--- src/hw/rtl/gptu_pkg.sv ---
// gptu_pkg: shared types, codes and constants of the packed tag unpacker
`default_nettype none

package gptu_pkg;

	// default widths and depths
	localparam int ADDR_BITS_DEF   = 16;
	localparam int QUEUE_DEPTH_DEF = 2;

	// configuration register indexes
	localparam logic [1:0] CFG_START = 2'd0;
	localparam logic [1:0] CFG_BYTES = 2'd1;

	// result kinds
	localparam logic [1:0] KIND_WRITE    = 2'd0;
	localparam logic [1:0] KIND_END      = 2'd1;
	localparam logic [1:0] KIND_END_MODE = 2'd2;

	// tag data formats
	localparam logic [1:0] FLG_PACKED  = 2'd0;
	localparam logic [1:0] FLG_REGLIST = 2'd1;
	localparam logic [1:0] FLG_IMAGE   = 2'd2;

	// graphics register numbers
	localparam logic [7:0] REG_PRIM  = 8'h00;
	localparam logic [7:0] REG_RGBAQ = 8'h01;
	localparam logic [7:0] REG_ST    = 8'h02;
	localparam logic [7:0] REG_UV    = 8'h03;
	localparam logic [7:0] REG_XYZF2 = 8'h04;
	localparam logic [7:0] REG_XYZ2  = 8'h05;
	localparam logic [7:0] REG_TEX0  = 8'h06;
	localparam logic [7:0] REG_XYZF3 = 8'h0C;
	localparam logic [7:0] REG_XYZ3  = 8'h0D;

	// packed register descriptors
	typedef enum logic [3:0] {
		D_PRIM  = 4'h0,
		D_RGBAQ = 4'h1,
		D_ST    = 4'h2,
		D_UV    = 4'h3,
		D_XYZF  = 4'h4,
		D_XYZ   = 4'h5,
		D_TEX0  = 4'h6,
		D_AD    = 4'hE,
		D_NOP   = 4'hF
	} desc_t;

	// what the front hands to the back
	typedef enum logic [1:0] {
		CMD_DATA     = 2'd0,
		CMD_PRIM     = 2'd1,
		CMD_END      = 2'd2,
		CMD_END_MODE = 2'd3
	} cmd_t;

	typedef struct packed {
		cmd_t        cmd;
		desc_t       desc;
		logic [31:0] w3;
		logic [31:0] w2;
		logic [31:0] w1;
		logic [31:0] w0;
		logic [31:0] q;
		logic [15:0] addr;
	} entry_t;

	typedef struct packed {
		logic [1:0]  kind;
		logic [7:0]  reg_addr;
		logic [63:0] reg_data;
		logic [15:0] src_address;
	} result_t;

endpackage

`default_nettype wire

--- src/hw/rtl/gif_packed_tag_unpacker.sv ---
// gif_packed_tag_unpacker: top level of the packed-mode tag unpacker
//
//  channel   direction  handshake        payload
//  input     in         push / full      word0 word1 word2 word3
//  result    out        empty / pop      kind reg_addr reg_data src_address
//  config    in         cfg_we           cfg_idx cfg_wdata
//
// One quadword is taken every cycle while full is low; the front updates the tag
// and loop state in the cycle of acceptance, and a result passes through the mid
// queue and then the result queue before it reaches the ports.
// The front and back meet at a QUEUE_DEPTH-entry queue; results wait in a
// second queue of the same depth, so full rises only when both queues back up.
// Reset clears both queues and loads the start address and byte budget as zero.
// A configuration write to the start address or byte budget restarts parsing from the first tag.
`default_nettype none

module gif_packed_tag_unpacker
	import gptu_pkg::*;
#(
	parameter int ADDR_BITS   = ADDR_BITS_DEF,
	parameter int QUEUE_DEPTH = QUEUE_DEPTH_DEF
) (
	input  wire logic        clk,
	input  wire logic        arst_n,
	input  wire logic        cfg_we,
	input  wire logic [1:0]  cfg_idx,
	input  wire logic [15:0] cfg_wdata,
	input  wire logic        push,
	output logic             full,
	input  wire logic [31:0] word0,
	input  wire logic [31:0] word1,
	input  wire logic [31:0] word2,
	input  wire logic [31:0] word3,
	output logic             empty,
	input  wire logic        pop,
	output logic [1:0]       kind,
	output logic [7:0]       reg_addr,
	output logic [63:0]      reg_data,
	output logic [15:0]      src_address
);

	logic    in_acc;
	logic    fq_push;
	entry_t  fq_entry;
	entry_t  bq_entry;
	logic    bq_empty;
	logic    bq_take;
	logic    rq_full;
	logic    rq_push;
	result_t rq_res;
	result_t out_res;

	assign in_acc = push && !full;

	// front: parse and classify
	gptu_front #(
		.ADDR_BITS(ADDR_BITS)
	) u_front (
		.clk      (clk),
		.arst_n   (arst_n),
		.cfg_we   (cfg_we),
		.cfg_idx  (cfg_idx),
		.cfg_wdata(cfg_wdata),
		.in_valid (in_acc),
		.word0    (word0),
		.word1    (word1),
		.word2    (word2),
		.word3    (word3),
		.q_push   (fq_push),
		.q_entry  (fq_entry)
	);

	// queue between front and back; its full flag stalls the input
	gptu_fifo #(
		.WIDTH($bits(entry_t)),
		.DEPTH(QUEUE_DEPTH)
	) u_mid_q (
		.clk    (clk),
		.arst_n (arst_n),
		.wr_en  (fq_push),
		.wr_data(fq_entry),
		.full   (full),
		.rd_en  (bq_take),
		.rd_data(bq_entry),
		.empty  (bq_empty)
	);

	// back: build results
	gptu_back u_back (
		.ent_valid(!bq_empty),
		.ent      (bq_entry),
		.ent_take (bq_take),
		.res_full (rq_full),
		.res_push (rq_push),
		.res      (rq_res)
	);

	// result queue
	gptu_fifo #(
		.WIDTH($bits(result_t)),
		.DEPTH(QUEUE_DEPTH)
	) u_res_q (
		.clk    (clk),
		.arst_n (arst_n),
		.wr_en  (rq_push),
		.wr_data(rq_res),
		.full   (rq_full),
		.rd_en  (pop),
		.rd_data(out_res),
		.empty  (empty)
	);

	// result ports
	assign kind        = out_res.kind;
	assign reg_addr    = out_res.reg_addr;
	assign reg_data    = out_res.reg_data;
	assign src_address = out_res.src_address;

endmodule

`default_nettype wire

--- src/hw/rtl/gptu_fifo.sv ---
// gptu_fifo: small register queue with first-word fall-through read
`default_nettype none

module gptu_fifo #(
	parameter int WIDTH = 8,
	parameter int DEPTH = 2
) (
	input  wire logic             clk,
	input  wire logic             arst_n,
	input  wire logic             wr_en,
	input  wire logic [WIDTH-1:0] wr_data,
	output logic                  full,
	input  wire logic             rd_en,
	output logic      [WIDTH-1:0] rd_data,
	output logic                  empty
);

	localparam int PW = (DEPTH > 1) ? $clog2(DEPTH) : 1;
	localparam int CW = $clog2(DEPTH + 1);

	logic [WIDTH-1:0] mem_q [DEPTH];
	logic [PW-1:0]    wr_ptr_q;
	logic [PW-1:0]    rd_ptr_q;
	logic [CW-1:0]    count_q;
	logic             do_wr;
	logic             do_rd;

	// status and handshake
	assign full    = (count_q == CW'(DEPTH));
	assign empty   = (count_q == '0);
	assign do_wr   = wr_en && !full;
	assign do_rd   = rd_en && !empty;
	assign rd_data = mem_q[rd_ptr_q];

	// storage
	always_ff @(posedge clk) begin
		if (do_wr) begin
			mem_q[wr_ptr_q] <= wr_data;
		end
	end

	// pointers and fill count
	always_ff @(posedge clk or negedge arst_n) begin
		if (!arst_n) begin
			wr_ptr_q <= '0;
			rd_ptr_q <= '0;
			count_q  <= '0;
		end else begin
			if (do_wr) begin
				wr_ptr_q <= (wr_ptr_q == PW'(DEPTH - 1)) ? '0 : wr_ptr_q + 1'b1;
			end
			if (do_rd) begin
				rd_ptr_q <= (rd_ptr_q == PW'(DEPTH - 1)) ? '0 : rd_ptr_q + 1'b1;
			end
			if (do_wr && !do_rd) begin
				count_q <= count_q + 1'b1;
			end else if (do_rd && !do_wr) begin
				count_q <= count_q - 1'b1;
			end
		end
	end

	// checks
	a_count_range: assert property (@(posedge clk) disable iff (!arst_n)
		count_q <= CW'(DEPTH))
		else $error("queue count beyond depth");

	a_count_down: assert property (@(posedge clk) disable iff (!arst_n)
		(do_rd && !do_wr) |=> (count_q == $past(count_q) - 1'b1))
		else $error("queue count did not drop on read");

	a_count_up: assert property (@(posedge clk) disable iff (!arst_n)
		(do_wr && !do_rd) |=> (count_q == $past(count_q) + 1'b1))
		else $error("queue count did not rise on write");

endmodule

`default_nettype wire

--- src/hw/rtl/gptu_front.sv ---
// gptu_front: tag parsing, loop tracking and item classification
`default_nettype none

module gptu_front
	import gptu_pkg::*;
#(
	parameter int ADDR_BITS = ADDR_BITS_DEF
) (
	input  wire logic        clk,
	input  wire logic        arst_n,
	input  wire logic        cfg_we,
	input  wire logic [1:0]  cfg_idx,
	input  wire logic [15:0] cfg_wdata,
	input  wire logic        in_valid,
	input  wire logic [31:0] word0,
	input  wire logic [31:0] word1,
	input  wire logic [31:0] word2,
	input  wire logic [31:0] word3,
	output logic             q_push,
	output entry_t           q_entry
);

	// configuration and parse state
	logic [15:0]          start_q;
	logic [15:0]          budget_q;
	logic                 expect_tag_q;
	logic [14:0]          loops_q;
	logic [3:0]           idx_q;
	logic [3:0]           cnt_q;
	logic [63:0]          descs_q;
	logic [31:0]          heldq_q;
	logic [ADDR_BITS-1:0] cur_addr_q;
	logic [15:0]          bytes_left_q;
	logic                 stopped_q;

	// tag fields
	logic [14:0] nloop;
	logic        pre;
	logic [10:0] prim;
	logic [1:0]  flg;
	logic [3:0]  nreg;
	logic [18:0] lp;
	logic [22:0] size;
	logic        tag_end;
	logic        tag_mode;

	// data item fields
	desc_t       desc;
	logic [3:0]  idx_inc;
	logic        row_done;
	logic        work;

	assign work  = in_valid && !stopped_q;

	// tag decode and data size
	assign nloop = word0[14:0];
	assign pre   = word1[14];
	assign prim  = word1[25:15];
	assign flg   = word1[27:26];
	assign nreg  = word1[31:28];
	assign lp    = 19'(nloop) * 19'(nreg);

	always_comb begin
		case (flg)
			FLG_PACKED:  size = {lp, 4'b0000};
			FLG_REGLIST: size = {1'b0, lp, 3'b000};
			FLG_IMAGE:   size = {4'b0000, nloop, 4'b0000};
			default:     size = '0;
		endcase
	end

	assign tag_end  = (size == '0) || (size > 23'(bytes_left_q));
	assign tag_mode = (flg != FLG_PACKED);

	// descriptor walk
	assign desc     = desc_t'(descs_q[{idx_q, 2'b00} +: 4]);
	assign idx_inc  = idx_q + 1'b1;
	assign row_done = (idx_inc >= cnt_q);

	// classify into a queue entry
	always_comb begin
		q_entry      = '0;
		q_entry.addr = 16'(cur_addr_q);
		q_entry.w0   = word0;
		q_entry.w1   = word1;
		q_entry.w2   = word2;
		q_entry.w3   = word3;
		q_entry.q    = heldq_q;
		q_entry.desc = desc;
		q_push       = 1'b0;
		if (expect_tag_q) begin
			if (tag_end) begin
				q_entry.cmd = CMD_END;
				q_push      = work;
			end else if (tag_mode) begin
				q_entry.cmd = CMD_END_MODE;
				q_push      = work;
			end else begin
				q_entry.cmd = CMD_PRIM;
				q_entry.w0  = 32'(prim);
				q_push      = work && pre;
			end
		end else begin
			q_entry.cmd = CMD_DATA;
			q_push      = work && (desc inside {D_PRIM, D_RGBAQ, D_ST, D_UV, D_XYZF,
				D_XYZ, D_TEX0, D_AD});
		end
	end

	// state update
	always_ff @(posedge clk or negedge arst_n) begin
		if (!arst_n) begin
			start_q      <= '0;
			budget_q     <= '0;
			expect_tag_q <= 1'b1;
			loops_q      <= '0;
			idx_q        <= '0;
			cnt_q        <= '0;
			descs_q      <= '0;
			heldq_q      <= '0;
			cur_addr_q   <= '0;
			bytes_left_q <= '0;
			stopped_q    <= 1'b0;
		end else if (cfg_we) begin
			if (cfg_idx == CFG_START || cfg_idx == CFG_BYTES) begin
				expect_tag_q <= 1'b1;
				loops_q      <= '0;
				idx_q        <= '0;
				cnt_q        <= '0;
				descs_q      <= '0;
				heldq_q      <= '0;
				stopped_q    <= 1'b0;
			end
			if (cfg_idx == CFG_START) begin
				start_q      <= cfg_wdata;
				cur_addr_q   <= ADDR_BITS'(cfg_wdata);
				bytes_left_q <= budget_q;
			end else if (cfg_idx == CFG_BYTES) begin
				budget_q     <= cfg_wdata;
				cur_addr_q   <= ADDR_BITS'(start_q);
				bytes_left_q <= cfg_wdata;
			end
		end else if (work) begin
			cur_addr_q <= cur_addr_q + ADDR_BITS'(16);
			if (expect_tag_q) begin
				if (tag_end || tag_mode) begin
					stopped_q <= 1'b1;
				end else begin
					bytes_left_q <= bytes_left_q - size[15:0];
					loops_q      <= nloop;
					cnt_q        <= nreg;
					idx_q        <= '0;
					descs_q      <= {word3, word2};
					expect_tag_q <= 1'b0;
				end
			end else begin
				if (row_done) begin
					idx_q   <= '0;
					loops_q <= loops_q - 1'b1;
					if (loops_q == 15'd1) begin
						expect_tag_q <= 1'b1;
					end
				end else begin
					idx_q <= idx_inc;
				end
				if (desc == D_ST) begin
					heldq_q <= word2;
				end
			end
		end
	end

	// checks
	a_quiet_when_stopped: assert property (@(posedge clk) disable iff (!arst_n)
		stopped_q |-> !q_push)
		else $error("item queued after the packet end");

	a_end_stops: assert property (@(posedge clk) disable iff (!arst_n)
		(q_push && !cfg_we && (q_entry.cmd == CMD_END || q_entry.cmd == CMD_END_MODE))
		|=> stopped_q)
		else $error("end item did not stop parsing");

	a_loop_armed: assert property (@(posedge clk) disable iff (!arst_n)
		!expect_tag_q |-> (loops_q != '0 && cnt_q != '0))
		else $error("data phase with an empty loop");

endmodule

`default_nettype wire

--- src/hw/rtl/gptu_back.sv ---
// gptu_back: formats queued items into register writes and end markers
`default_nettype none

module gptu_back
	import gptu_pkg::*;
(
	input  wire logic   ent_valid,
	input  wire entry_t ent,
	output logic        ent_take,
	input  wire logic   res_full,
	output logic        res_push,
	output result_t     res
);

	// move an item whenever the result queue has room
	assign ent_take = ent_valid && !res_full;
	assign res_push = ent_take;

	// result formatting
	always_comb begin
		res             = '0;
		res.src_address = ent.addr;
		res.kind        = KIND_WRITE;
		case (ent.cmd)
			CMD_END: begin
				res.kind = KIND_END;
			end
			CMD_END_MODE: begin
				res.kind = KIND_END_MODE;
			end
			CMD_PRIM: begin
				res.reg_addr = REG_PRIM;
				res.reg_data = 64'(ent.w0);
			end
			default: begin
				res.reg_data = {ent.w1, ent.w0};
				case (ent.desc)
					D_PRIM: res.reg_addr = REG_PRIM;
					D_RGBAQ: begin
						res.reg_addr = REG_RGBAQ;
						res.reg_data = {ent.q, ent.w3[7:0], ent.w2[7:0], ent.w1[7:0],
							ent.w0[7:0]};
					end
					D_ST: res.reg_addr = REG_ST;
					D_UV: begin
						res.reg_addr = REG_UV;
						res.reg_data = {33'b0, ent.w1[14:0], 1'b0, ent.w0[14:0]};
					end
					D_XYZF: begin
						res.reg_addr = ent.w3[15] ? REG_XYZF3 : REG_XYZF2;
						res.reg_data = {ent.w3[11:4], ent.w2[27:4], ent.w1[15:0],
							ent.w0[15:0]};
					end
					D_XYZ: begin
						res.reg_addr = ent.w3[15] ? REG_XYZ3 : REG_XYZ2;
						res.reg_data = {ent.w2, ent.w1[15:0], ent.w0[15:0]};
					end
					D_TEX0: res.reg_addr = REG_TEX0;
					D_AD: res.reg_addr = ent.w2[7:0];
					default: res.reg_addr = REG_PRIM;
				endcase
			end
		endcase
	end

endmodule

`default_nettype wire
--- config.mk ---
export PLATFORM = sky130hd
export DESIGN_NAME = gif_packed_tag_unpacker
export DESIGN_NICKNAME = d
export VERILOG_FILES = /design/src/hw/rtl/gptu_pkg.sv /design/src/hw/rtl/gif_packed_tag_unpacker.sv /design/src/hw/rtl/gptu_fifo.sv /design/src/hw/rtl/gptu_front.sv /design/src/hw/rtl/gptu_back.sv
export SDC_FILE = /design/constraint.sdc
export NUM_CORES = 1
export LEC_CHECK = 0
export BUFFER_PORTS_ARGS = -buffer_cell sky130_fd_sc_hd__buf_2
export CORE_ASPECT_RATIO = 1.25
export CORE_UTILIZATION = 59
export CTS_CLUSTER_SIZE = 20
export DETAILED_ROUTE_END_ITERATION = 10
export GPL_ROUTABILITY_DRIVEN = 1
export HOLD_SLACK_MARGIN = 0.1
export PLACE_DENSITY = 0.83
export SETUP_SLACK_MARGIN = 0.2
export SLEW_MARGIN = 20
export SYNTH_ARGS = -nofsm -noshare
export SYNTH_HDL_FRONTEND = slang
export SYNTH_SLANG_ARGS = --single-unit
--- constraint.sdc ---
create_clock -name clk -period 24 [get_ports clk]
set_input_delay 2.4 -clock clk [delete_from_list [all_inputs] [get_ports clk]]
set_output_delay 2.4 -clock clk [all_outputs]
set_load 0.02 [all_outputs]
# Word-level counts from Yosys, hierarchy flattened

Memory sizes are Yosys's and may differ from the RTL's.
Index checks and enable logic that the tools add are counted.
Widths: inputs -> output; s select.

Order comparisons: 2
Equal/unequal tests: 28
$add $sub $neg: 12
Reduce and logical (&&, ||, !) cells: 51
Shift operators: 1
Mux-type cells: 76
Multipliers: 1
Bitwise operators: 1

Operators by type and width:

| cell                  | count |
|---|---|
| $mux 64               | 5 |
| $mux 32               | 8 |
| $pmux 64 s4           | 1 |
| $mux 16               | 10 |
| $pmux 72 s2           | 1 |
| $mux 15               | 6 |
| $pmux 23 s3           | 1 |
| $shiftx 64x7->4       | 1 |
| $pmux 8 s7            | 1 |
| $mux 4                | 12 |
| $eq 4x3->1 const B    | 6 |
| $gt 23x16->1          | 1 |
| $logic_not 23->1      | 1 |
| $mux 1                | 23 |
| $reduce_and 4->1      | 5 |
| $mul 15x4->19         | 1 |
| $add 16x5->16 const B | 1 |
| $eq 4x2->1 const B    | 4 |
| $sub 16x16->16        | 1 |
| $eq 15x1->1 const B   | 1 |
| $sub 15x1->15 const B | 1 |
| $mux 2                | 7 |
| $reduce_bool 2->1     | 7 |
| $logic_and 1x1->1     | 13 |
| 24 further kinds      | 54 |

Memories: 2
Bits in writable memories: 544
Logic and storage cells: 191
Flip-flop bits (word level): 193

Memories:

| name          | words | width | rd ports | clocked after memory_dff | wr ports | RTL line        | text |
|---|---|---|---|---|---|---|---|
| u_mid_q.mem_q | 2     | 182   | 1        | 0                        | 1        | gptu_fifo.sv:21 | `logic [WIDTH-1:0] mem_q [DEPTH];` |
| u_res_q.mem_q | 2     | 90    | 1        | 0                        | 1        | gptu_fifo.sv:21 |  |

# Logic depth before layout (Yosys ltp)

Depth after elaboration: 13
Gate-level depth with buffers: 27
Gate-level depth less buffers: 26

# Cells and area by module

Synthesis repeated with hierarchy kept, for this count alone.

Cells, all modules: 2520
Area total of the unflattened synthesis: 35315.1 sq um

Modules (own cells, without submodules):

| module                  | times used | cells an instance | area an instance (sq um) | sequential area each (sq um) |
|---|---|---|---|---|
| gptu_fifo (u_mid_q)     | 1          | 585               | 13395.3                  | 11030.6 |
| gptu_front              | 1          | 1336              | 12766.0                  | 4630.7 |
| gptu_fifo (u_res_q)     | 1          | 299               | 7140.6                   | 5505.3 |
| gptu_back               | 1          | 298               | 1995.7                   | 0.0 |
| gif_packed_tag_unpacker | 1          | 2                 | 17.5                     | 0.0 |

# Worst setup path before layout

Ideal clock, no wire load.

Path kind: in2reg
From: input port word1[31]
To: memory u_mid_q.mem_q[0][0] (netlist name), enable pin
Path buffers: 1
Data required time: 23.292 ns
Setup time: 0.708 ns
Arrival time: 14.165 ns
Cell stages on the path: 23
Path slack: 9.127 ns
Path through: clkbuf_1 nand2_1 fa_1 fa_1 inv_1 ha_1 nor2b_4 o31a_1 o311a_1 nor4bb_1 a31oi_1 a32o_1 inv_2 ha_1 nand4_1 nor2_1 o31ai_1 o2111a_1 o22a_1 o41a_1 nand4_1 o221a_2 nor2b_1

Cells in the longest elaborated chain, start to end: 9
Elaborated cells on any way between the ends: 10
Classes of those cells: 1 x mul; 1 x order compare; 5 x mux; 3 x reduce/logical

RTL lines:

| item                                                    | RTL line                      | text |
|---|---|---|
| from (decl)                                             | gif_packed_tag_unpacker.sv:31 | `input wire logic [31:0] word1,` |
| $mul 15x4->19 *                                         | gptu_front.sv:61              | `assign lp = 19'(nloop) * 19'(nreg);` |
| $pmux 23 s3 *                                           | gptu_front.sv:64              | `case (flg)` |
| $gt 23x16->1 / $logic_not 23->1 (equally long branches) | gptu_front.sv:72              | `assign tag_end = (size == '0) \|\| (size > 23'(bytes_left_q));` |
| $logic_or 1x1->1 *                                      | gptu_front.sv:72              |  |
| $mux 1 *                                                | gptu_front.sv:92              | `if (tag_end) begin` |
| $mux 1 *                                                | gptu_front.sv:91              | `if (expect_tag_q) begin` |
| $logic_and 1x1->1 *                                     | gptu_fifo.sv:31               | `assign do_wr = wr_en && !full;` |
| via u_mid_q.do_wr                                       | gptu_fifo.sv:25               | `logic do_wr;` |
| $mux 1 *                                                | gptu_fifo.sv:37               | `if (do_wr) begin` |
| $mux 1 (implied by the code) *                          | gptu_fifo.sv:38               | `mem_q[wr_ptr_q] <= wr_data;` |
| to (decl)                                               | gptu_fifo.sv:21               |  |

Mark *: on every way through the listed nets, which the timed path passes. The rest lies on a longest branch.

# Worst setup path in the final report

From: input port word1[30]
To: memory u_mid_q.mem_q[0][86] (netlist name), enable pin

The elaborated chain is that of the path after synthesis.

==> implementation parameters <==
Parameter                              Value

GRT
  Largest net degree at the start of global routing    around 110
  Antenna violations before repair    14
  Met1 global-route usage    roughly two fifths
  Met3 Track Usage GR    under 10%
  Met2 usage    between 50% and 60%
  Global route overflow    0
  Vias in the first global route    22200
  Global-route wire length before repair    130 mm
  Peak-usage layer in the global routing report    met2
  Global-route usage over all layers    30.9%

Outcome
  Status    complete, no violations

Timing
  Count of endpoints failing setup in the final report    0
  Fin worst setup slack    13.67 ns
  Tcrit/Tclk final    43.1%
  Setup repair after global routing missed its margin    false
  Final number of hold-violating endpoints    0
  Final period demand of the worst path    10.33 ns
  Relative slew margins    24.4%
  Achievable frequency    0.0968 GHz
  TNS Setup    0 ns
  Hold slack final    0.462 ns
  Actual slew at the worst max-slew pin    1.13 ns
  Slew Limit Fails    0
  Worst Clk Skew    between 0.02 and 0.03 ns

Final layout
  Most frequent cells in the layout    506 x edfxtp_1, 274 x nand2_1, 241 x buf_2, 190 x mux2i_1, 190 x dfrtp_1
  Sequential cell area    20000 um2
  Most common library cell in the layout ignoring fill and taps    edfxtp_1
  FILL cells    around 3800
  Area growth from synthesis to layout    12.1%
  Footprint of the multi-input gates    11700 um2
  Proportion of layout cells with a drive suffix above 1    about a fifth
  Post-route cell area    around 37000 um2
  Number of nets in the layout    2975

Synthesis
  Number of synthesized flops with an enable pin    506
  Area share of the largest cell type after synthesis    46.6%
  Synthesized flop and latch total    699
  Net count after synthesis    2778
  Dominant cells by area after synthesis    edfxtp_1 47%, dfrtp_1 15%, mux2i_1 5.9%, mux2_2 5.7%, nand2_1 3.2%
  Average size of a mapped cell    12.8 um2
  Post-synth top flop    edfxtp_1
  Sequential area share after synthesis    about three fifths
  Synthesized area    approximately 33000 um2
  Distinct cell type count of the synthesized netlist    80
  Share of synthesized flip-flops with an asynchronous set or reset    27.6%
  Instance count of the mapped netlist    2544
  Yosys synthesis warning count    0
  Synth area leader    edfxtp_1

Setup path
  Data arrival time at the worst-slack endpoint    10.56 ns
  Crit. Startpoint    word1[30]
  Critical Path Sink Type    register
  Startpoint class of the critical path    input port
  Required time of the critical path    24.23 ns
  Worst R2R Start    u_front.idx_q[0]$_DFFE_PN0P_
  Maximum fanout along the worst path    78
  Worst setup path class    in2reg

Routing
  Post-detailed-route DRC marker count    0
  Mean routed wirelength per cell    24.4 um
  Wirelength, routed    86.0 mm
  Number of routed nets with antenna violations    0
  Mean number of vias per cell    between 6 and 7
  Detailed-router iteration count before antenna repair    6
  Starting DRC count in detailed routing    roughly 2000
  Vias    22200

CTS
  TritonCTS clock tree    built
  Number of buffers inserted to repair setup after CTS    0
  Clock tree sinks    699
  Clock Path Buffers    3
  Clock insertion delay at the later pin of the skew report    0.62 ns
  Clock transition time at the flip-flop clock pins of the worst setup and hold paths    0.06 ns
  Cells resized by post-CTS repair    0
  Total clock buffers created by CTS    67
  Clock tree root driver cell    clkbuf_16
  Htree depth    3
  Hold bufs inserted after CTS    0

Flow run
  Max-cap violation count    0

Floorplanning
  Row count    95
  Die Area    56200 um2
  Std-Cell Core Area    approximately 54000 um2
  Initial standard-cell utilization of the core    ~60%
  Floorplan die width    212 um
  IO Count    ~240
  DIE HEIGHT    265 um

Worst hold path
  Startpoint of the tightest hold check path    u_front.descs_q[11]$_DFFE_PN0P_
  Worst hold path type    reg2reg

Place
  Post-Place Worst Slack    13.06 ns
  Gp weighted congestion    approximately 0.90
  IO buf count    242
  Placed instance area    ~34000 um2
  HPWL after detailed placement    59.1 mm

Power
  IR drop worst, VDD    0.0000971 V
  Leakage component of the power    14.3 nW
  Total power density per cell area    ~120 nW/um2
## worst max-delay path, stage by stage
cell and delay (ns):
buf_2 0.31, nand2_1 0.13, fa_1 0.51, fa_1 0.55, inv_1 0.05, ha_1 0.34
nor2b_4 0.16, o311ai_0 0.39, a21oi_1 0.16, xnor2_1 0.23, nor3_1 0.08, a221oi_1 0.36
inv_1 0.15, ha_1 0.40, nand4_1 0.18, nor2_1 0.19, o31ai_1 0.10, o2111a_1 0.13
o22a_1 0.18, o41a_1 0.21, nand4_1 0.14, buf_4 0.41, o221a_2 0.33, nor2b_4 0.56
buf_4 0.80, buf_4 0.97
## registers in the layout (all words and copies together) (netlist names), 2 cells and up
register	count
u_front.loops_q	15
u_front.start_q	16
u_front.heldq_q	32
u_mid_q.mem_q	326
u_front.cnt_q	4
u_front.idx_q	4
u_front.cur_addr_q	16
u_front.budget_q	16
u_front.descs_q	64
u_mid_q.count_q	2
u_res_q.mem_q	180
u_front.bytes_left_q	16
u_res_q.count_q	2
## cells by family (layout without fill, tap and decap cells)
logic type	Yosys count	in the layout	synth area share, %
other	0	10	0
adders and majority gates	83	83	3.81
AOI/OAI and AO/OA	502	502	9.51
and+or+nand+nor	645	645	9.34
buffers and inverters	217	465	2.88
DFF	699	699	61.4
xor gates and xnor gates	33	33	0.887
muxes	365	365	12.2
## final cells by class
type                    instances  area share, %
clock buffers                  86           5.04
diodes                         10         0.0685
flip-flops and latches        699           54.8
clock inverters                34          0.890
well taps                     727           2.49
multi-input cells            1628           32.0
inverters                      72          0.739
repair buffers                273           3.97
## power breakdown
part | switching (mW) | internal (mW)
logic | 0.956 | 0.521
registers | 0.156 | 1.73
clock network | 0.455 | 0.600
total | 1.57 | 2.86
## cell usage after synthesis, types with 28 or more instances
master	count
a211oi_1	30
a21oi_1	117
and2_1	57
clkbuf_1	100
dfrtp_1	192
edfxtp_1	506
ha_1	56
inv_1	71
mux2_2	166
mux2i_1	191
nand2_1	275
nand3_1	62
nand3b_1	34
nor2_1	108
nor2b_1	28
o21ai_0	124
o21ai_1	37
o22ai_1	56
## through the flow
step                      power [mW]  util [%]  instances
after floorplan                 2.91         -       2544
final                           4.42      67.4       3529
after detailed placement        3.37      63.4       3399
after global placement          3.32      63.4       3399
after global routing            4.62      67.4       3521
after CTS                       4.43      67.4       3519
## final timing paths
path | endpoint | slack [ns] | cells past startpoint
worst max-delay path | u_mid_q.mem_q[0][86]$_DFFE_PP_ | 13.67 | 26
worst min-delay path | u_front.descs_q[11]$_DFFE_PN0P_ | 0.46 | 2
worst max register to register | u_mid_q.mem_q[0][86]$_DFFE_PP_ | 18.17 | 12
worst min register to register | u_front.descs_q[11]$_DFFE_PN0P_ | 0.46 | 2
max in group asynchronous | u_mid_q.rd_ptr_q$_DFFE_PN0P_ | 20.75 | 2
min in group asynchronous | u_front.start_q[0]$_DFFE_PN0P_ | 1.77 | 1
## metal layers
| layer | part of all wire, % | vias to the layer above |
|---|---|---|
| met5 | 0.14 | - |
| met4 | 4.9 | 18 |
| met3 | 7.6 | 251 |
| met2 | 50 | 1079 |
| met1 | 38 | 11000 |
| li1 | - | 9828 |
(Power assumes the default switching activity.)
